[config.mk]
export PLATFORM = sky130hd
export DESIGN_NAME = selective_repeat_sender_window
export DESIGN_NICKNAME = d
export VERILOG_FILES = /design/src/hdl/srsw_pkg.sv /design/src/hdl/srsw_mod_unit.sv /design/src/hdl/selective_repeat_sender_window.sv
export SDC_FILE = /design/constraint.sdc
export NUM_CORES = 1
export LEC_CHECK = 0
export BUFFER_PORTS_ARGS = -buffer_cell sky130_fd_sc_hd__buf_4
export CAP_MARGIN = 20
export CORE_MARGIN = 2
export CORE_UTILIZATION = 55
export DETAILED_ROUTE_END_ITERATION = 10
export PLACE_DENSITY = 0.83
export SETUP_SLACK_MARGIN = 0.05
export SLEW_MARGIN = 30
export SYNTH_ARGS = -nofsm -noshare
export SYNTH_HDL_FRONTEND = slang
export SYNTH_HIERARCHICAL = 1
export SYNTH_SLANG_ARGS = --single-unit
export TNS_END_PERCENT = 50
[constraint.sdc]
create_clock -name clk -period 11.65 [get_ports clk]
set_clock_uncertainty 0.1 [all_clocks]
set_input_delay 0 -clock clk [delete_from_list [all_inputs] [get_ports clk]]
set_output_delay 0 -clock clk [all_outputs]
set_load 0.01 [all_outputs]
[src/hdl/srsw_pkg.sv]
// Shared constants for the selective-repeat sender window.
// Event codes, configuration register indexes, reset values and field widths.
// No dependencies.
package srsw_pkg;

  localparam int SEQ_BITS_DEF     = 3;
  localparam int PAYLOAD_BITS_DEF = 64;

  localparam int OP_W      = 2;
  localparam int FIELD_W   = 3;
  localparam int WIN_W     = 3;
  localparam int CNT_CFG_W = 4;
  localparam int CFG_IDX_W = 1;
  localparam int CFG_DATA_W = 4;

  localparam logic [OP_W-1:0] OP_SEND    = 2'd0;
  localparam logic [OP_W-1:0] OP_ACK     = 2'd1;
  localparam logic [OP_W-1:0] OP_TIMEOUT = 2'd2;

  localparam logic [CFG_IDX_W-1:0] CFG_WIN_LIMIT = 1'd0;
  localparam logic [CFG_IDX_W-1:0] CFG_SEQ_COUNT = 1'd1;

  localparam logic [WIN_W-1:0]     WIN_LIMIT_RST = 3'd4;
  localparam logic [CNT_CFG_W-1:0] SEQ_COUNT_RST = 4'd8;

endpackage

[src/hdl/srsw_mod_unit.sv]
// Shared restoring remainder unit: x % m, one quotient bit per cycle.
// Used by the sender window sequencer for its base, next-sequence and in-flight reductions.
// No package dependencies.
module srsw_mod_unit #(
  parameter int W = 4
) (
  input  logic         clk,
  input  logic         rst_n,
  input  logic         start,
  input  logic [W-1:0] x,
  input  logic [W-1:0] m,
  output logic         busy,
  output logic         done,
  output logic [W-1:0] rem
);

  localparam int CW = $clog2(W + 1);

  logic [CW-1:0] cnt_r;
  logic          done_r;
  logic [W-1:0]  x_r;
  logic [W-1:0]  rem_r;
  logic [W:0]    sh;
  logic [W:0]    diff;
  logic [W-1:0]  rem_nxt;

  always_comb begin
    sh   = {rem_r, x_r[W-1]};
    diff = sh - {1'b0, m};
    if (sh >= {1'b0, m}) begin
      rem_nxt = diff[W-1:0];
    end else begin
      rem_nxt = sh[W-1:0];
    end
  end

  always_ff @(posedge clk) begin
    if (!rst_n) begin
      cnt_r  <= '0;
      done_r <= 1'b0;
    end else begin
      done_r <= 1'b0;
      if (start) begin
        cnt_r <= CW'(W);
      end else if (cnt_r != '0) begin
        cnt_r <= cnt_r - 1'b1;
        if (cnt_r == CW'(1)) begin
          done_r <= 1'b1;
        end
      end
    end
  end

  always_ff @(posedge clk) begin
    if (start) begin
      x_r   <= x;
      rem_r <= '0;
    end else if (cnt_r != '0) begin
      x_r   <= x_r << 1;
      rem_r <= rem_nxt;
    end
  end

  assign busy = (cnt_r != '0);
  assign done = done_r;
  assign rem  = rem_r;

endmodule

[src/hdl/selective_repeat_sender_window.sv]
// Selective-repeat ARQ sender window. One item (send, acknowledgement, timeout) is taken at a
// time and in_tready stays low until its result item has been taken. The base, next-sequence
// and in-flight reductions run through one shared restoring remainder unit; the acknowledgement
// offset is reduced by a compare and subtract. An accepted send adds a reduction of the next
// sequence number, and an accepted acknowledgement adds one reduction for each entry the base
// steps past. A stalled result holds the item until it is taken.
// Depends on srsw_pkg and srsw_mod_unit.
module selective_repeat_sender_window #(
  parameter int SEQ_BITS     = srsw_pkg::SEQ_BITS_DEF,
  parameter int PAYLOAD_BITS = srsw_pkg::PAYLOAD_BITS_DEF,
  localparam int IN_W  = ((PAYLOAD_BITS + 3 * srsw_pkg::FIELD_W + 1 + 7) / 8) * 8,
  localparam int OUT_W = ((PAYLOAD_BITS + 5 * srsw_pkg::FIELD_W + 5 + 7) / 8) * 8
) (
  input  logic                                clk,
  input  logic                                rst_n,
  // cfg_data: send window limit [2:0] or seq_count [3:0]
  input  logic                                cfg_valid,
  output logic                                cfg_ready,
  input  logic [srsw_pkg::CFG_IDX_W-1:0]      cfg_index,
  input  logic [srsw_pkg::CFG_DATA_W-1:0]     cfg_data,
  input  logic                                in_tvalid,
  output logic                                in_tready,
  // in_tdata: payload, ack_num, ack_corrupt, timeout_seq, zero pad
  input  logic [IN_W-1:0]                     in_tdata,
  // in_tuser: op
  input  logic [srsw_pkg::OP_W-1:0]           in_tuser,
  output logic                                out_tvalid,
  input  logic                                out_tready,
  // out_tdata: accepted, tx_valid, tx_seq, tx_payload, timer_start, timer_stop,
  // timer_seq, window_base, next_seq, window_full, zero pad
  output logic [OUT_W-1:0]                    out_tdata
);

  localparam int DEPTH = 1 << SEQ_BITS;
  localparam int MW    = SEQ_BITS + 1;
  localparam int CW    = (MW > srsw_pkg::CNT_CFG_W) ? MW : srsw_pkg::CNT_CFG_W;
  localparam int FW    = srsw_pkg::FIELD_W;

  localparam logic [3:0] S_IDLE     = 4'd0;
  localparam logic [3:0] S_PRE_BM   = 4'd1;
  localparam logic [3:0] S_PRE_CNT  = 4'd2;
  localparam logic [3:0] S_DISPATCH = 4'd3;
  localparam logic [3:0] S_SEND_NX  = 4'd4;
  localparam logic [3:0] S_ADV_CHK  = 4'd5;
  localparam logic [3:0] S_ADV_MOD  = 4'd6;
  localparam logic [3:0] S_POST_BM  = 4'd7;
  localparam logic [3:0] S_POST_CNT = 4'd8;
  localparam logic [3:0] S_OUT      = 4'd9;

  // configuration
  logic [srsw_pkg::WIN_W-1:0]     win_cfg_r;
  logic [srsw_pkg::CNT_CFG_W-1:0] cnt_cfg_r;
  logic [CW-1:0]                  m_c;
  logic [CW-1:0]                  w_c;
  logic [MW-1:0]                  m;
  logic [MW-1:0]                  w;

  // latched item
  logic [srsw_pkg::OP_W-1:0]      op_r;
  logic [PAYLOAD_BITS-1:0]        pay_r;
  logic [SEQ_BITS-1:0]            ack_r;
  logic                           corrupt_r;
  logic [SEQ_BITS-1:0]            tseq_r;

  // window state
  logic [3:0]                     state_r, state_nxt;
  logic [SEQ_BITS-1:0]            base_r, base_nxt;
  logic [SEQ_BITS-1:0]            next_r, next_nxt;
  logic [MW-1:0]                  bm_r, bm_nxt;
  logic [MW-1:0]                  cnt_r, cnt_nxt;
  logic [MW-1:0]                  iter_r, iter_nxt;
  logic [DEPTH-1:0]               acked_r;
  logic [PAYLOAD_BITS-1:0]        mem [DEPTH];
  logic [PAYLOAD_BITS-1:0]        rd_r;

  // result
  logic                           res_acc_r, res_acc_nxt;
  logic                           res_txv_r, res_txv_nxt;
  logic [SEQ_BITS-1:0]            res_txs_r, res_txs_nxt;
  logic [PAYLOAD_BITS-1:0]        res_txp_r, res_txp_nxt;
  logic                           res_tst_r, res_tst_nxt;
  logic                           res_tsp_r, res_tsp_nxt;
  logic [SEQ_BITS-1:0]            res_tms_r, res_tms_nxt;
  logic                           res_full_r, res_full_nxt;

  // shared unit and control
  logic                           mu_start;
  logic [MW-1:0]                  mu_x;
  logic                           mu_busy;
  logic                           mu_done;
  logic [MW-1:0]                  mu_rem;
  logic [MW:0]                    cnt_sum;
  logic [MW:0]                    d_sum;
  logic [MW:0]                    d_red;
  logic                           ack_ok;
  logic                           mem_we;
  logic                           mark_set;
  logic                           mark_clr;
  logic                           in_acc;

  assign cfg_ready = 1'b1;
  assign in_tready = (state_r == S_IDLE);
  assign in_acc    = in_tvalid && in_tready;

  always_comb begin
    if (CW'(cnt_cfg_r) < CW'(2)) begin
      m_c = CW'(2);
    end else if (CW'(cnt_cfg_r) > CW'(DEPTH)) begin
      m_c = CW'(DEPTH);
    end else begin
      m_c = CW'(cnt_cfg_r);
    end
    if (win_cfg_r == '0) begin
      w_c = CW'(1);
    end else begin
      w_c = CW'(win_cfg_r);
    end
    if (w_c > m_c - CW'(1)) begin
      w_c = m_c - CW'(1);
    end
    m = m_c[MW-1:0];
    w = w_c[MW-1:0];
  end

  always_comb begin
    cnt_sum = (MW+1)'(next_r) + (MW+1)'(m) - (MW+1)'(mu_rem);
    d_sum   = (MW+1)'(ack_r) + (MW+1)'(m) - (MW+1)'(bm_r);
    if (d_sum >= (MW+1)'(m)) begin
      d_red = d_sum - (MW+1)'(m);
    end else begin
      d_red = d_sum;
    end
    ack_ok = !corrupt_r && ((MW+1)'(ack_r) < (MW+1)'(m)) && (d_red < (MW+1)'(cnt_r));
  end

  srsw_mod_unit #(
    .W(MW)
  ) u_mod (
    .clk  (clk),
    .rst_n(rst_n),
    .start(mu_start),
    .x    (mu_x),
    .m    (m),
    .busy (mu_busy),
    .done (mu_done),
    .rem  (mu_rem)
  );

  always_comb begin
    state_nxt    = state_r;
    base_nxt     = base_r;
    next_nxt     = next_r;
    bm_nxt       = bm_r;
    cnt_nxt      = cnt_r;
    iter_nxt     = iter_r;
    res_acc_nxt  = res_acc_r;
    res_txv_nxt  = res_txv_r;
    res_txs_nxt  = res_txs_r;
    res_txp_nxt  = res_txp_r;
    res_tst_nxt  = res_tst_r;
    res_tsp_nxt  = res_tsp_r;
    res_tms_nxt  = res_tms_r;
    res_full_nxt = res_full_r;
    mu_start     = 1'b0;
    mu_x         = '0;
    mem_we       = 1'b0;
    mark_set     = 1'b0;
    mark_clr     = 1'b0;
    case (state_r)
      S_IDLE: begin
        if (in_tvalid) begin
          res_acc_nxt = 1'b0;
          res_txv_nxt = 1'b0;
          res_txs_nxt = '0;
          res_txp_nxt = '0;
          res_tst_nxt = 1'b0;
          res_tsp_nxt = 1'b0;
          res_tms_nxt = '0;
          mu_start    = 1'b1;
          mu_x        = MW'(base_r);
          state_nxt   = S_PRE_BM;
        end
      end
      S_PRE_BM: begin
        if (mu_done) begin
          bm_nxt    = mu_rem;
          mu_start  = 1'b1;
          mu_x      = cnt_sum[MW-1:0];
          state_nxt = S_PRE_CNT;
        end
      end
      S_PRE_CNT: begin
        if (mu_done) begin
          cnt_nxt   = mu_rem;
          state_nxt = S_DISPATCH;
        end
      end
      S_DISPATCH: begin
        mu_start  = 1'b1;
        mu_x      = MW'(base_r);
        state_nxt = S_POST_BM;
        case (op_r)
          srsw_pkg::OP_SEND: begin
            if (cnt_r < w) begin
              mem_we      = 1'b1;
              mark_clr    = 1'b1;
              res_acc_nxt = 1'b1;
              res_txv_nxt = 1'b1;
              res_txs_nxt = next_r;
              res_txp_nxt = pay_r;
              res_tst_nxt = 1'b1;
              res_tms_nxt = next_r;
              mu_x        = MW'(next_r) + MW'(1);
              state_nxt   = S_SEND_NX;
            end
          end
          srsw_pkg::OP_ACK: begin
            if (ack_ok) begin
              mark_set    = 1'b1;
              res_acc_nxt = 1'b1;
              res_tsp_nxt = 1'b1;
              res_tms_nxt = ack_r;
              iter_nxt    = '0;
              mu_start    = 1'b0;
              state_nxt   = S_ADV_CHK;
            end
          end
          srsw_pkg::OP_TIMEOUT: begin
            res_txv_nxt = 1'b1;
            res_txs_nxt = tseq_r;
            res_txp_nxt = rd_r;
            res_tst_nxt = 1'b1;
            res_tsp_nxt = 1'b1;
            res_tms_nxt = tseq_r;
          end
          default: begin
          end
        endcase
      end
      S_SEND_NX: begin
        if (mu_done) begin
          next_nxt  = mu_rem[SEQ_BITS-1:0];
          mu_start  = 1'b1;
          mu_x      = MW'(base_r);
          state_nxt = S_POST_BM;
        end
      end
      S_ADV_CHK: begin
        mu_start = 1'b1;
        if (iter_r == MW'(DEPTH) || base_r == next_r || !acked_r[base_r]) begin
          mu_x      = MW'(base_r);
          state_nxt = S_POST_BM;
        end else begin
          mu_x      = MW'(base_r) + MW'(1);
          state_nxt = S_ADV_MOD;
        end
      end
      S_ADV_MOD: begin
        if (mu_done) begin
          base_nxt  = mu_rem[SEQ_BITS-1:0];
          iter_nxt  = iter_r + MW'(1);
          state_nxt = S_ADV_CHK;
        end
      end
      S_POST_BM: begin
        if (mu_done) begin
          mu_start  = 1'b1;
          mu_x      = cnt_sum[MW-1:0];
          state_nxt = S_POST_CNT;
        end
      end
      S_POST_CNT: begin
        if (mu_done) begin
          res_full_nxt = (mu_rem >= w);
          state_nxt    = S_OUT;
        end
      end
      S_OUT: begin
        if (out_tready) begin
          state_nxt = S_IDLE;
        end
      end
      default: begin
        state_nxt = S_IDLE;
      end
    endcase
  end

  always_ff @(posedge clk) begin
    if (!rst_n) begin
      state_r    <= S_IDLE;
      base_r     <= '0;
      next_r     <= '0;
      iter_r     <= '0;
      res_full_r <= 1'b0;
      acked_r    <= '0;
      win_cfg_r  <= srsw_pkg::WIN_LIMIT_RST;
      cnt_cfg_r  <= srsw_pkg::SEQ_COUNT_RST;
    end else begin
      state_r    <= state_nxt;
      base_r     <= base_nxt;
      next_r     <= next_nxt;
      iter_r     <= iter_nxt;
      res_full_r <= res_full_nxt;
      if (mark_clr) begin
        acked_r[next_r] <= 1'b0;
      end
      if (mark_set) begin
        acked_r[ack_r] <= 1'b1;
      end
      if (cfg_valid && cfg_ready) begin
        case (cfg_index)
          srsw_pkg::CFG_WIN_LIMIT: win_cfg_r <= cfg_data[srsw_pkg::WIN_W-1:0];
          srsw_pkg::CFG_SEQ_COUNT: cnt_cfg_r <= cfg_data[srsw_pkg::CNT_CFG_W-1:0];
          default: begin
          end
        endcase
      end
    end
  end

  always_ff @(posedge clk) begin
    if (in_acc) begin
      op_r      <= in_tuser;
      pay_r     <= in_tdata[PAYLOAD_BITS-1:0];
      ack_r     <= SEQ_BITS'(in_tdata[PAYLOAD_BITS +: FW]);
      corrupt_r <= in_tdata[PAYLOAD_BITS + FW];
      tseq_r    <= SEQ_BITS'(in_tdata[PAYLOAD_BITS + FW + 1 +: FW]);
    end
    bm_r      <= bm_nxt;
    cnt_r     <= cnt_nxt;
    res_acc_r <= res_acc_nxt;
    res_txv_r <= res_txv_nxt;
    res_txs_r <= res_txs_nxt;
    res_txp_r <= res_txp_nxt;
    res_tst_r <= res_tst_nxt;
    res_tsp_r <= res_tsp_nxt;
    res_tms_r <= res_tms_nxt;
  end

  // packet store
  always_ff @(posedge clk) begin
    if (mem_we) begin
      mem[next_r] <= pay_r;
    end
    rd_r <= mem[tseq_r];
  end

  assign out_tvalid = (state_r == S_OUT);
  assign out_tdata  = OUT_W'({res_full_r, FW'(next_r), FW'(base_r), FW'(res_tms_r),
                              res_tsp_r, res_tst_r, res_txp_r, FW'(res_txs_r),
                              res_txv_r, res_acc_r});

  a_ready_excl: assert property (@(posedge clk) disable iff (!rst_n)
    !(in_tready && out_tvalid))
    else $error("input ready while a result is pending");

  a_unit_started: assert property (@(posedge clk) disable iff (!rst_n)
    in_acc |=> mu_busy)
    else $error("remainder unit not started on an accepted item");

  a_iter_bound: assert property (@(posedge clk) disable iff (!rst_n)
    (state_r == S_ADV_CHK) |-> (iter_r <= MW'(DEPTH)))
    else $error("base advance ran past the store depth");

  a_out_source: assert property (@(posedge clk) disable iff (!rst_n)
    $rose(out_tvalid) |-> ($past(state_r) == S_POST_CNT))
    else $error("result raised before the window count finished");

endmodule

# After elaboration in Yosys (flattened, before gate mapping)

Memory sizes are Yosys's and may differ from the RTL's. A register that Yosys moved wholly into a read port is not among the register bits.
Cells that the tools add are included.

Add/sub/neg operators: 11
Magnitude comparators: 14
Eq/ne operators: 30
Multiplexer cells: 77
Bitwise operators: 6
Reduce and logical (&&, ||, !) cells: 33

Operators with widths:

| operator              | count |
|---|---|
| $pmux W64 S2          | 2 |
| $mux W64              | 2 |
| $mux W4               | 21 |
| $pmux W4 S10          | 1 |
| $mux W3               | 8 |
| $mux W8               | 3 |
| $mux W1               | 20 |
| $pmux W4 S5           | 1 |
| $pmux W3 S2           | 3 |
| $eq A4 B3 Y1 const B  | 4 |
| $ne A2 B1 Y1 const B  | 7 |
| $reduce_and A2 Y1     | 7 |
| $eq A4 B4 Y1 const B  | 3 |
| $lt A3 B4 Y1 const B  | 3 |
| $pmux W1 S2           | 6 |
| $reduce_and A4 Y1     | 3 |
| $ge A5 B4 Y1          | 2 |
| $reduce_and A5 Y1     | 2 |
| $sub A5 B4 Y5         | 2 |
| $pmux W3 S3           | 1 |
| $add A3 B1 Y4 const B | 2 |
| $and A8 B8 Y8         | 1 |
| $eq A4 B2 Y1 const B  | 2 |
| $not A8 Y8            | 1 |
| other kinds (44)      | 64 |

Register bits: 196
Bits in writable memories: 512
Input port bits: 92
Word-level logic and storage cells: 198
Memories kept: 1

Memories:

| memory | words | bits a word | read ports | clocked after Yosys merged registers in | write ports | line                                 | source |
|---|---|---|---|---|---|---|---|
| mem    | 8     | 64          | 1          | 1                                       | 1           | selective_repeat_sender_window.sv:73 | `logic [PAYLOAD_BITS-1:0] mem [DEPTH];` |

# Logic depth before layout (Yosys ltp)

Gate-level depths: netlist of the first run.

Depth in word-level cells: 14
Gate-level depth with buffers: 24
Depth with buffers taken out: 23

# Hierarchy

The synthesis of the first run kept the hierarchy.

By module, submodules not included:

| module                         | times used | cells an instance | area each (µm²) | seq. area each (µm²) |
|---|---|---|---|---|
| selective_repeat_sender_window | 1          | 1536              | 29274.3         | 21881.0 |
| srsw_mod_unit                  | 1          | 79                | 753.2           | 280.3 |

# Worst setup path before layout of the first run

OpenSTA, ideal clock, no wires.

Path kind: reg2reg
Start: reg cnt_cfg_r[1] in the netlist's numbering
End: mem mem[0][0] in the netlist's numbering (enable)
Library setup time: 644 ps
Arrival time: 9424 ps
Required time: 10906 ps
Slack: 1482 ps
Stages on the path, launching flop included: 16
Path buffers: 1
Clock period less this slack: 10168 ps
Cells stage by stage: dfxtp_1 -> inv_1 -> a21oi_1 -> inv_1 -> ha_1 -> ha_1 -> a211o_1 -> and2_1 -> clkbuf_1 -> o21ai_0 -> ha_1 -> o211ai_1 -> a21oi_1 -> a211oi_2 -> nand2_1 -> nor4_1

Cells in the longest elaborated chain, start to end: 12
Elaborated cells on any way between the ends: 13

Ends and longest elaborated chain:

| item                            | line                                                                         | source |
|---|---|---|
| from (decl)                     | selective_repeat_sender_window.sv:52                                         | `logic [srsw_pkg::CNT_CFG_W-1:0] cnt_cfg_r;` |
| from (signal assigned)          | selective_repeat_sender_window.sv:298                                        | `cnt_cfg_r <= srsw_pkg::SEQ_COUNT_RST;` |
| from (signal assigned)          | selective_repeat_sender_window.sv:314                                        | `srsw_pkg::CFG_SEQ_COUNT: cnt_cfg_r <= cfg_data[srsw_pkg::CNT_CFG_W-1:0];` |
| $gt A4 B4 Y1                    | selective_repeat_sender_window.sv:108                                        | `end else if (CW'(cnt_cfg_r) > CW'(DEPTH)) begin` |
| $mux W4                         | selective_repeat_sender_window.sv:108                                        |  |
| $mux W4 *                       | selective_repeat_sender_window.sv:106                                        | `if (CW'(cnt_cfg_r) < CW'(2)) begin` |
| named net m[1]                  | selective_repeat_sender_window.sv:55                                         | `logic [MW-1:0] m;` |
| $sub A4 B1 Y4 *                 | selective_repeat_sender_window.sv:118, selective_repeat_sender_window.sv:119 |  |
| $gt A4 B4 Y1                    | selective_repeat_sender_window.sv:118                                        | `if (w_c > m_c - CW'(1)) begin` |
| $mux W4 *                       | selective_repeat_sender_window.sv:118                                        |  |
| $lt A4 B4 Y1 *                  | selective_repeat_sender_window.sv:204                                        | `if (cnt_r < w) begin` |
| $mux W1 *                       | selective_repeat_sender_window.sv:204                                        |  |
| $mux W1 *                       | selective_repeat_sender_window.sv:202                                        | `case (op_r)` |
| $mux W1 *                       | selective_repeat_sender_window.sv:169                                        | `case (state_r)` |
| $mux W1 *                       | selective_repeat_sender_window.sv:343                                        | `if (mem_we) begin` |
| $mux W1 (not written as such) * | selective_repeat_sender_window.sv:344                                        | `mem[next_r] <= pay_r;` |
| to (decl)                       | selective_repeat_sender_window.sv:73                                         |  |

Mark *: on every way through the listed nets, which the timed path passes. The rest lies on a longest branch.

# Worst setup path in the final report of the first run

Start: reg cnt_cfg_r[3] in the netlist's numbering
End: mem mem[5][51] in the netlist's numbering (enable)

Same word-level chain as after synthesis.

==> impl_results.md, run 1 <==
* Status: finished clean
* Syn_area_per_cell at between 15 and 20 um2
* Longest Clk Path Bufs at 3
* Synth unique cells at between 60 and 70
* Most frequent cells in the layout: edfxtp_1 (670), buf_4 (183), dlygate4sd3_1 (138)
* Vias per cell at just under 6
* Worst slew pin tran at roughly 0.94 ns
* Share of the synthesized area in the top cell type at approximately two thirds
* First-pass GRT wire length at a little over 100,000 um
* Worst Setup SP: cnt_cfg_r[3]
* Register area at 22,200 um2
* Async SR Flop Fraction at 0%
* Post-synthesis sequential area ratio at ~74%
* Die Y at around 240 um
* Area of the multi-input gates at about 7400 um2
* Skew-Pair Late Insertion Delay at 0.63 ns
* Crit end category: flip-flop
* Critical-path top delay cell: nor2_4
* DRC viols at 0
* Final cell count without fillers at about 2,700
* RSZ-0062 raised after global routing: false
* Die area at about 56,000 um2
* Post CTS Setup Buffer Count at 0
* Port bufs at around 170
* FP Rows at 85
* Min-delay src: in_tdata[37]
* Post-route ant nets at 0
* Peak VDD IR at roughly 130 uV
* IO Pins at between 150 and 200
* Critical path's top delay family: compound AO/OA/AOI/OAI gates
* Pin count of the biggest net entering global routing at a little over 70
* CTS tree: yes
* Final setup margin at between 5 and 6 ns
* First-pass detailed-route iteration total at 5
* Initial antenna violation count at 0
* Via count at approximately 16,000
* F_max at 154 MHz
* CP peak stage delay at around 0.75 ns
* Core area at around 54,000 um2
* Initial DRC count at about 1,600
* Max Cap Viol at 0
* PD cells at between 150 and 200 nW/um2
* Top FF cell, synth: edfxtp_1
* Util after Layout at 66.9%
* Synthesized area at around 30,000 um2
* LEAKAGE at about 0.013 uW
* CTS buffer count at 77
* Final hold violation count at 0
* Gpl congestion at between 0.8 and 0.9
* # setup viols final at 0
* Die Wd at 238 um
* #FFs+latches synth at 772
* Worst-path cell chain: a21oi_1, inv_1, ha_1, xnor2_1, ha_1, nor2_1, a31oi_1, and2_1, o21ai_0, ha_1, o211ai_1, a21oi_1, a211oi_2, nand3_2, nor2_4, buf_4
* Number of fill cells in the layout at around 3,300
* Wire length per cell at 25.1 um
* Worst rel slew slack at 37.1%
* RR Startpoint: cnt_cfg_r[3]
* # diodes at 0
* Setup TNS at 0 ns
* Sink Count at roughly 770
* Worst path required time at between 10 and 15 ns
* Number of enable flip-flop cells after synthesis at 670
* Crit start category: flip-flop
* Min cycle time layout at between 6 and 7 ns
* Yosys warnings at 6
* CTS clk-pin slew, worst paths at approximately 0.060 ns
* Hpwl dp at approximately 34,000 um
* Final period utilization at between 50% and 60%
* Worst path most repeated cell: ha_1
* H-tree levels at 3
* Commonest non-fill, non-tap cell in the layout: edfxtp_1
* Setup WS pre-CTS at 5.25 ns
* Remaining Overflow, GRT at 0
* WS Path Type: flip-flop to flip-flop
* Worst Path Arrival at between 6 and 7 ns
* Initial Util at 55.7%
* Crit Path Max Fanout at 45
* Final #Nets at about 2,100
* Clk root buf: clkbuf_16
* Layout cell share with drive strength beyond 1 at 26.3%
* Post-cts resize count at 0
* Post-placement cell count at between 2,000 and 2,500
* Routed wire length at 67,700 um
* P&R area growth vs syn at 20.1%
* Post-Synthesis Cells at 1,615
* Max-slew violation count at 0
* Ranking of synthesized cells by area: edfxtp_1 (67%), mux4_2 (9.8%), dfxtp_1 (6.8%), mux2_2 (2.6%), mux2i_1 (2.5%)
* Crit path buffers/inverters at 2
* All-Layer GR Usage at approximately a quarter
* Vias in the first global route at about 17,000
* Area leader, netlist: edfxtp_1
* Hold crit path type: input pin to flip-flop
## repair_timing
action / CTS / global route
hold buffers: 138 / 0
setup endpoints to repair: 0 / 0
hold endpoints to repair: 99 / 0
## per-layer routing
layer | global-route usage (%) | vias up | wire (um)
li1 | - | 6978 | -
met2 | 40.9 | 775 | 34200
met3 | 4.01 | 149 | 4690
met4 | 9.91 | 0 | 2210
met1 | 32.0 | 8208 | 26600
met5 | 0 | - | 0
## flip-flops by register name, indices dropped and copies added, names as in the netlist, 4 cells and up
register,count
cnt_cfg_r,4
mem,512
state_r,4
u_mod/x_r,4
iter_r,4
acked_r,8
res_txp_r,64
bm_r,4
u_mod/rem,4
cnt_r,4
pay_r,64
rd_r,64
## cells by family (layout without fill, tap and decap cells)
kind of cell	count (synthesis)	in the layout	share of synthesized area, %
fa+ha+maj	52	52	2.37
mux	275	275	14.9
other cells	2	10	0.0250
compound gates	133	133	3.04
buf+inv	140	521	1.97
simple gates	225	225	3.46
flops	772	772	73.8
xor+xnor	16	16	0.467
## per-stage QoR
stage               total power, uW  instance area, um2  hold slack, ns
floorplan                      3620               30100        -0.00113
global placement               3780               32000          0.0791
detailed placement             3800               32100          0.0793
CTS                            6340               36000        0.000607
global route                   6520               36000         0.00914
finish                         6320               36000          0.0214
## cell usage after synthesis (3+ instances only)
cell type    n
mux2_2      69
dfxtp_1    102
and2_1       4
o22ai_1      3
o21ai_0     27
nor3b_1      3
nor2b_1      5
ha_1        44
or2_2        4
a21o_1      10
o311ai_0     3
nand2b_1     9
o211ai_1    12
nor2_1     100
xor2_1      10
nor3_1      11
buf_1       11
fa_1         8
inv_1       49
a21oi_1     28
xnor2_1      6
a211oi_1     7
buf_4       13
and3_1       3
mux2i_1     76
buf_2        8
clkbuf_1    57
a211o_1      3
mux4_2     130
or3_1        4
edfxtp_1   670
nand3_1     16
nand2_1     51
a22oi_1      4
a31oi_1      6
o31ai_1      8
## final timing paths
kind                endpoint  slack [ns]  cells after the start
setup / recovery  mem[5][51]        5.16                     16
hold / removal     pay_r[37]        0.02                      2
setup reg to reg  mem[5][51]        5.16                     16
hold reg to reg   u_mod/done        0.39                      1
## report_power, final
group	leakage [uW]	internal [uW]	switching, uW	total, uW
logic	0.00430	285	295	580
clock network	0.00125	1460	1060	2520
registers	0.00700	3120	97.9	3220
## final cells by class
type | instances | area share, %
clock buffer | 102 | 5.80
clock inverter | 41 | 1.36
inverter | 50 | 0.528
multi-input combinational | 711 | 20.5
sequential | 772 | 61.5
tap | 696 | 2.42
timing repair buffer | 328 | 7.93
(Power assumes the default switching activity.)
==> run 2: changes to the inputs <==
ABC_AREA = 1   (was default)
clock period = 6.03 ns   (was 11.65 ns; I/O delays follow)
==> impl_results.md, run 2 <==
* Status: finished clean (unchanged)
* Die area at 57,400 um2 (was 56,500 um2)
* Die Y at 240 um (was 238 um)
* Worst Path Arrival at 5.48 ns (was 6.63 ns)
* Vias per cell at 5.90 (was 5.97)
* Post-cts resize count at 0 (unchanged)
* Commonest non-fill, non-tap cell in the layout: edfxtp_1 (unchanged)
* P&R area growth vs syn at 19.1% (was 20.1%)
* Syn_area_per_cell at 12.4 um2 (was 18.6 um2)
* Worst path required time at 6.29 ns (was 11.79 ns)
* Peak VDD IR at 304 uV (was 128 uV)
* Sink Count at 772 (unchanged)
* Share of the synthesized area in the top cell type at 66.0% (was 67.0%)
* Hold crit path type: input pin to flip-flop (unchanged)
* Via count at 21,000 (was 16,100)
* Clock group share of total power at 31.1% (was 39.9%)
* CTS buffer count at 75 (was 77)
* Pin count of the biggest net entering global routing at 172 (was 72)
* RSZ-0062 raised after global routing: false (unchanged)
* Initial Util at 55.5% (was 55.7%)
* Util after Layout at 66.0% (was 66.9%)
* Most flops, register: mem (unchanged)
* First-pass GRT wire length at 114,000 um (was 102,000 um)
* PD cells at 403 nW/um2 (was 175 nW/um2)
* Most frequent cells in the layout: edfxtp_1 (670), nor2_1 (486), o21ai_0 (279) (was edfxtp_1 (670), buf_4 (183), dlygate4sd3_1 (138))
* Synthesized area at 30,500 um2 (was 30,000 um2)
* Final hold violation count at 0 (unchanged)
* CP peak stage delay at 0.58 ns (was 0.75 ns)
* Layout cell share with drive strength beyond 1 at 12.9% (was 26.3%)
* Die Wd at 240 um (was 238 um)
* Vias in the first global route at 20,700 (was 16,900)
* Logic pwr share at 20.4% (was 9.2%)
* Worst slew pin tran at 0.974 ns (was 0.943 ns)
* Gpl congestion at 0.942 (was 0.853)
* Min cycle time layout at 5.22 ns (was 6.49 ns)
* # setup viols final at 0 (unchanged)
* Number of enable flip-flop cells after synthesis at 670 (unchanged)
* Power Internal at 10,200 uW (was 4860 uW)
* Crit start category: flip-flop (unchanged)
* Sequential share of power at 48.5% (was 50.9%)
* IO Pins at 183 (unchanged)
* Crit Path Max Fanout at 9 (was 45)
* Yosys warnings at 6 (unchanged)
* Ranking of synthesized cells by area: edfxtp_1 (66%), dfxtp_1 (6.7%), nor2_1 (6.1%), o21ai_0 (4.6%), nand2_1 (2.9%) (was edfxtp_1 (67%), mux4_2 (9.8%), dfxtp_1 (6.8%), mux2_2 (2.6%), mux2i_1 (2.5%))
* Remaining Overflow, GRT at 0 (unchanged)
* Final #Nets at 2,891 (was 2,084)
* Max Cap Viol at 0 (unchanged)
* First-pass detailed-route iteration total at 6 (was 5)
* Switching Fraction at 30.3% (was 23.0%)
* DRC viols at 0 (unchanged)
* FP Rows at 86 (was 85)
* Critical path's top delay family: simple AND/OR/NAND/NOR gates (was compound AO/OA/AOI/OAI gates)
* Worst Setup SP: cnt_cfg_r[3] (unchanged)
* Clk root buf: clkbuf_16 (unchanged)
* #FFs+latches synth at 772 (unchanged)
* Max reg flops at 512 (unchanged)
* Routed wire length at 75,200 um (was 67,700 um)
* Initial DRC count at 2,614 (was 1,563)
* Skew-Pair Late Insertion Delay at 0.64 ns (was 0.63 ns)
* Port bufs at 165 (unchanged)
* CP endpoint: u_mod/x_r[3] (was mem[5][51])
* Setup TNS at 0 ns (unchanged)
* Async SR Flop Fraction at 0% (unchanged)
* Initial antenna violation count at 0 (unchanged)
* Core area at 55,000 um2 (was 53,900 um2)
* FF-to-FF setup slack at 0.81 ns (was 5.16 ns)
* Crit end category: flip-flop (unchanged)
* H-tree levels at 3 (unchanged)
* Critical-path top delay cell: fa_1 (was nor2_4)
* Synth unique cells at 54 (was 68)
* Number of fill cells in the layout at 3,528 (was 3,278)
* Post-placement cell count at 3,270 (was 2,418)
* Max-slew violation count at 0 (unchanged)
* CTS clk-pin slew, worst paths at 0.06 ns (about the same)
* WS Path Type: flip-flop to flip-flop (unchanged)
* Post-synth top cells: edfxtp_1 (670), nor2_1 (494), o21ai_0 (279), nand2_1 (232), a21oi_1 (113) (was edfxtp_1 (670), mux4_2 (130), dfxtp_1 (102), nor2_1 (100), mux2i_1 (76))
* Switching pwr at 4440 uW (was 1450 uW)
* Post-Synthesis Cells at 2,469 (was 1,615)
* Min Hold Slack at 0.0219 ns (was 0.0214 ns)
* LEAKAGE at 0.0130 uW (was 0.0125 uW)
* Cells on worst reg2reg path at 26 (was 16)
* # diodes at 0 (unchanged)
* Top FF cell, synth: edfxtp_1 (unchanged)
* Final period utilization at 86.5% (was 55.7%)
* Wire length per cell at 21.1 um (was 25.1 um)
* Hpwl dp at 39,200 um (was 34,300 um)
* Post-route ant nets at 0 (unchanged)
* Post-synthesis sequential area ratio at 72.6% (was 73.8%)
* Top-count cell post-synth: edfxtp_1 (unchanged)
* F_max at 192 MHz (was 154 MHz)
* Crit path buffers/inverters at 5 (was 2)
* RR Startpoint: cnt_cfg_r[3] (unchanged)
* All-Layer GR Usage at 25.9% (was 24.3%)
* Final cell count without fillers at 3,556 (was 2,700)
* Area leader, netlist: edfxtp_1 (unchanged)
* Worst rel slew slack at 35.0% (was 37.1%)
* Worst path depth at 26 (was 16)
* Worst r2r dst: u_mod/x_r[3] (was mem[5][51])
* Longest Clk Path Bufs at 3 (unchanged)
* CTS tree: yes (unchanged)
-- run 2: cell count changes after synthesis, sizes merged, moves of 10 or more --
cell	previous run	this run
nor2	101	504
o21ai	27	296
nand2	51	249
mux4	130	0
a21oi	28	115
mux2i	76	0
mux2	69	0
a31oi	6	68
o22ai	3	65
inv	49	100
nand3	17	48
clkbuf	57	85
buf	33	58
nand2b	10	0
-- run 2: logic make-up (layout without fill, tap and decap cells) --
logic type               count (synthesis)  in the layout  share of synthesized area (%)
AO/OA/AOI/OAI                          556            556                           9.89
XOR/XNOR                                15             15                          0.431
adder cells (fa/ha/maj)                 52             52                           2.33
buffers and inverters                  245            576                           3.42
flip-flops                             772            772                           72.6
other                                    2             10                         0.0246
AND/OR/NAND/NOR                        827            827                           11.3
-- run 2: worst reg2reg max path, delay by kind of cell (launching register included) --
kind	cells	cell delay (ns)
fa+ha+maj	4	1.51
buf+inv	5	0.57
xor+xnor	1	0.22
simple gates	12	1.67
flops	1	0.39
compound gates	4	0.47
-- run 2: how the worst min path moves through the flow --
stage / slack (ns) / cells after the start / from / end
finish: 0.02 / 2 / in_tdata[58] / pay_r[58]
global route: 0.03 / 2 / in_tdata[50] / pay_r[50]
CTS: 0.0003 / 2 / in_tdata[25] / pay_r[25]
detailed placement: 0.08 / 1 / in_tdata[27] / pay_r[27]
global placement: 0.08 / 1 / in_tdata[69] / tseq_r[1]
floorplan: -0.001 / 0 / in_tdata[64] / ack_r[0]
-- run 2: area by class of cell --
type                       count  area [um2]  area share (%)
clock inverter                38         375            1.03
clock buffer                 100        2010            5.54
multi-input combinational   1460        7410            20.4
inverter                     102         413            1.14
tap                          748         936            2.58
sequential                   772       22200            61.0
timing repair buffer         336        3010            8.29
-- run 2: power groups by stage --
stage | Combinational (uW) | Clock (uW) | Sequential (uW)
final | 2990 | 4560 | 7100
after global routing | 3250 | 4790 | 7150
after CTS | 2940 | 4580 | 7080
after detailed placement | 2800 | 0 | 7180
after global placement | 2640 | 0 | 7140
after floorplan | 1800 | 0 | 7100
-- run 2: per-stage QoR --
stage / power (uW) / setup WS [ns] / area (um2)
after floorplan: 8900 / 0.0664 / 30500
after global placement: 9780 / 1.12 / 32400
after detailed placement: 9980 / 0.896 / 32400
after CTS: 14600 / 0.857 / 36300
after global routing: 15200 / 0.420 / 36300
final: 14600 / 0.813 / 36300
-- run 2: what timing repair did --
item / 4_1_cts / 5_1_grt
endpoints found under the hold margin: 119 / 0
hold buffers: 148 / 0
buffers inserted: 0 / 0
-- run 2: layer usage --
metal  track usage, %  wire, um  share of wire [%]  vias up
li1                 -         -                  -     9312
met5                0         0                  0        -
met1             33.4     27800                 37    10200
met2             43.6     37600                 50     1321
met4             11.3      2420                3.2        0
met3             4.30      7410                9.9      187
==> run 3: changes to the inputs <==
CAP_MARGIN = 30   (was 20)
CTS_CLUSTER_DIAMETER = 80   (was default)
RECOVER_POWER = 50   (was default)
==> impl_results.md, run 3 (synthesized netlist as in run 2, its figures left out) <==
* Skew-Pair Late Insertion Delay at 0.63 ns (was 0.64 ns)
* Core area at 55,000 um2 (unchanged)
* Design area at 36,000 um2 (was 36,300 um2)
* Pin count of the biggest net entering global routing at 172 (unchanged)
* Crit end category: flip-flop (unchanged)
* Routed wire length at 75,200 um (about the same)
* Commonest non-fill, non-tap cell in the layout: edfxtp_1 (unchanged)
* Failing checks: max-capacitance violations, max-slew violations
* Initial Util at 55.5% (unchanged)
* CTS tree: yes (unchanged)
* Port bufs at 165 (unchanged)
* Wire length per cell at 21.2 um (was 21.1 um)
* Final hold violation count at 0 (unchanged)
* Max-slew violation count at 94 (was 0)
* Die Y at 240 um (unchanged)
* Initial DRC count at 2,644 (was 2,614)
* Register area at 22,200 um2 (unchanged)
* Final #Nets at 2,886 (was 2,891)
* Layout cell share with drive strength beyond 1 at 9.52% (was 12.9%)
* Longest Clk Path Bufs at 3 (unchanged)
* LEAKAGE at 0.0126 uW (was 0.0130 uW)
* PD cells at 409 nW/um2 (was 403 nW/um2)
* Post-route ant nets at 0 (unchanged)
* RSZ-0062 raised after global routing: false (unchanged)
* WS Path Type: flip-flop to flip-flop (unchanged)
* Most frequent cells in the layout: edfxtp_1 (670), nor2_1 (488), o21ai_0 (279) (was edfxtp_1 (670), nor2_1 (486), o21ai_0 (279))
* Crit start category: flip-flop (unchanged)
* Clk root buf: clkbuf_16 (unchanged)
* Max reg flops at 512 (unchanged)
* Max Cap Viol at 2 (was 0)
* Setup TNS at 0 ns (unchanged)
* DRC viols at 0 (unchanged)
* FP Rows at 86 (unchanged)
* Gpl congestion at 0.942 (unchanged)
* Die area at 57,400 um2 (unchanged)
* Die Wd at 240 um (unchanged)
* Final setup margin at 0.758 ns (was 0.813 ns)
* Worst path required time at 6.28 ns (was 6.29 ns)
* CTS buffer count at 76 (was 75)
* Worst rel slew slack at -44.9% (was 35.0%)
* H-tree levels at 3 (unchanged)
* CTS clk-pin slew, worst paths at 0.06 ns (about the same)
* Hold crit path type: input pin to flip-flop (unchanged)
* FF-to-FF setup slack at 0.76 ns (was 0.81 ns)
* Remaining Overflow, GRT at 0 (unchanged)
* Vias per cell at 5.92 (was 5.90)
* Worst slew pin tran at 2.17 ns (was 0.974 ns)
* Status: complete, but fails checks (was finished clean)
* Number of fill cells in the layout at 3,672 (was 3,528)
* Worst Path Arrival at 5.52 ns (was 5.48 ns)
* Min cycle time layout at 5.27 ns (was 5.22 ns)
* IO Pins at 183 (unchanged)
* P&R area growth vs syn at 18.0% (was 19.1%)
* Crit Path Max Fanout at 9 (unchanged)
* F_max at 190 MHz (was 192 MHz)
* Most flops, register: mem (unchanged)
* Peak VDD IR at 303 uV (was 304 uV)
* All-Layer GR Usage at 26.0% (was 25.9%)
* # setup viols final at 0 (unchanged)
* Util after Layout at 65.5% (was 66.0%)
* First-pass GRT wire length at 114,000 um (about the same)
* Hpwl dp at 39,200 um (unchanged)
* Vias in the first global route at 20,700 (about the same)
* Area post-placement at 32,400 um2 (unchanged)
* Sink Count at 772 (unchanged)
* # diodes at 0 (unchanged)
* Final period utilization at 87.4% (was 86.5%)
* Via count at 21,000 (about the same)
* Post CTS Setup Buffer Count at 0 (unchanged)
* Area of the multi-input gates at 7390 um2 (was 7410 um2)
* Initial antenna violation count at 2 (was 0)
* First-pass detailed-route iteration total at 6 (unchanged)
* Setup WS pre-CTS at 0.896 ns (unchanged)
==> run 3: critical path: stages, from the launching register on <==
cell       delay [ns]
dfxtp_1          0.36
inv_1            0.09
nor2_1           0.29
inv_1            0.21
fa_1             0.58
inv_1            0.04
ha_1             0.33
a21oi_1          0.14
nand2_1          0.07
xor2_1           0.21
ha_1             0.31
nand2_1          0.10
nor2_1           0.05
nor2_1           0.11
nand2_2          0.09
inv_2            0.08
nand2_4          0.07
nor2_1           0.11
a21oi_1          0.07
ha_1             0.29
a21oi_1          0.15
o2111ai_1        0.11
inv_1            0.10
nand3_4          0.14
nand2_4          0.12
nand2_1          0.22
nor2_2           0.29
inv_1            0.15
==> run 3: repair_timing <==
item,4_1_cts,5_1_grt
setup endpoints to repair,0,0
hold buffers,141,1
gates resized for setup,0,0
hold endpoints to repair,117,1
==> run 3: routing by layer <==
layer	global-route usage, %	vias to the layer above	wire, um
met5	0	-	0
met4	9.89	0	2250
met3	5.17	172	7570
met2	43.9	1363	37900
met1	33.4	10200	27500
li1	-	9304	-
==> run 3: through the flow <==
step	std cells	total power (uW)	hold WS (ns)
after floorplan	2477	8900	-0.00113
after global placement	3269	9780	0.0783
after detailed placement	3270	9980	0.0794
after CTS	3552	14800	0.000355
after global routing	3553	15300	0.0344
final	3553	14700	0.0384
==> run 3: layout make-up <==
class,count,area share (%)
timing repair buffer,330,7.16
clock inverter,42,1.38
tap,748,2.60
multi-input combinational,1460,20.5
clock buffer,99,5.63
inverter,102,1.13
sequential,772,61.6
==> run 3: final timing paths <==
check	startpoint	end	cells past startpoint
max	cnt_cfg_r[2]	u_mod/x_r[3]	27
min	in_tuser[1]	op_r[1]	2
max reg2reg	cnt_cfg_r[2]	u_mod/x_r[3]	27
min reg2reg	acked_r[7]	acked_r[7]	2
==> run 3: where the power goes <==
| part | internal, uW | switching, uW | total [uW] |
|---|---|---|---|
| Combinational | 875 | 1970 | 2850 |
| Sequential | 6640 | 456 | 7100 |
| Clock | 2760 | 2030 | 4790 |
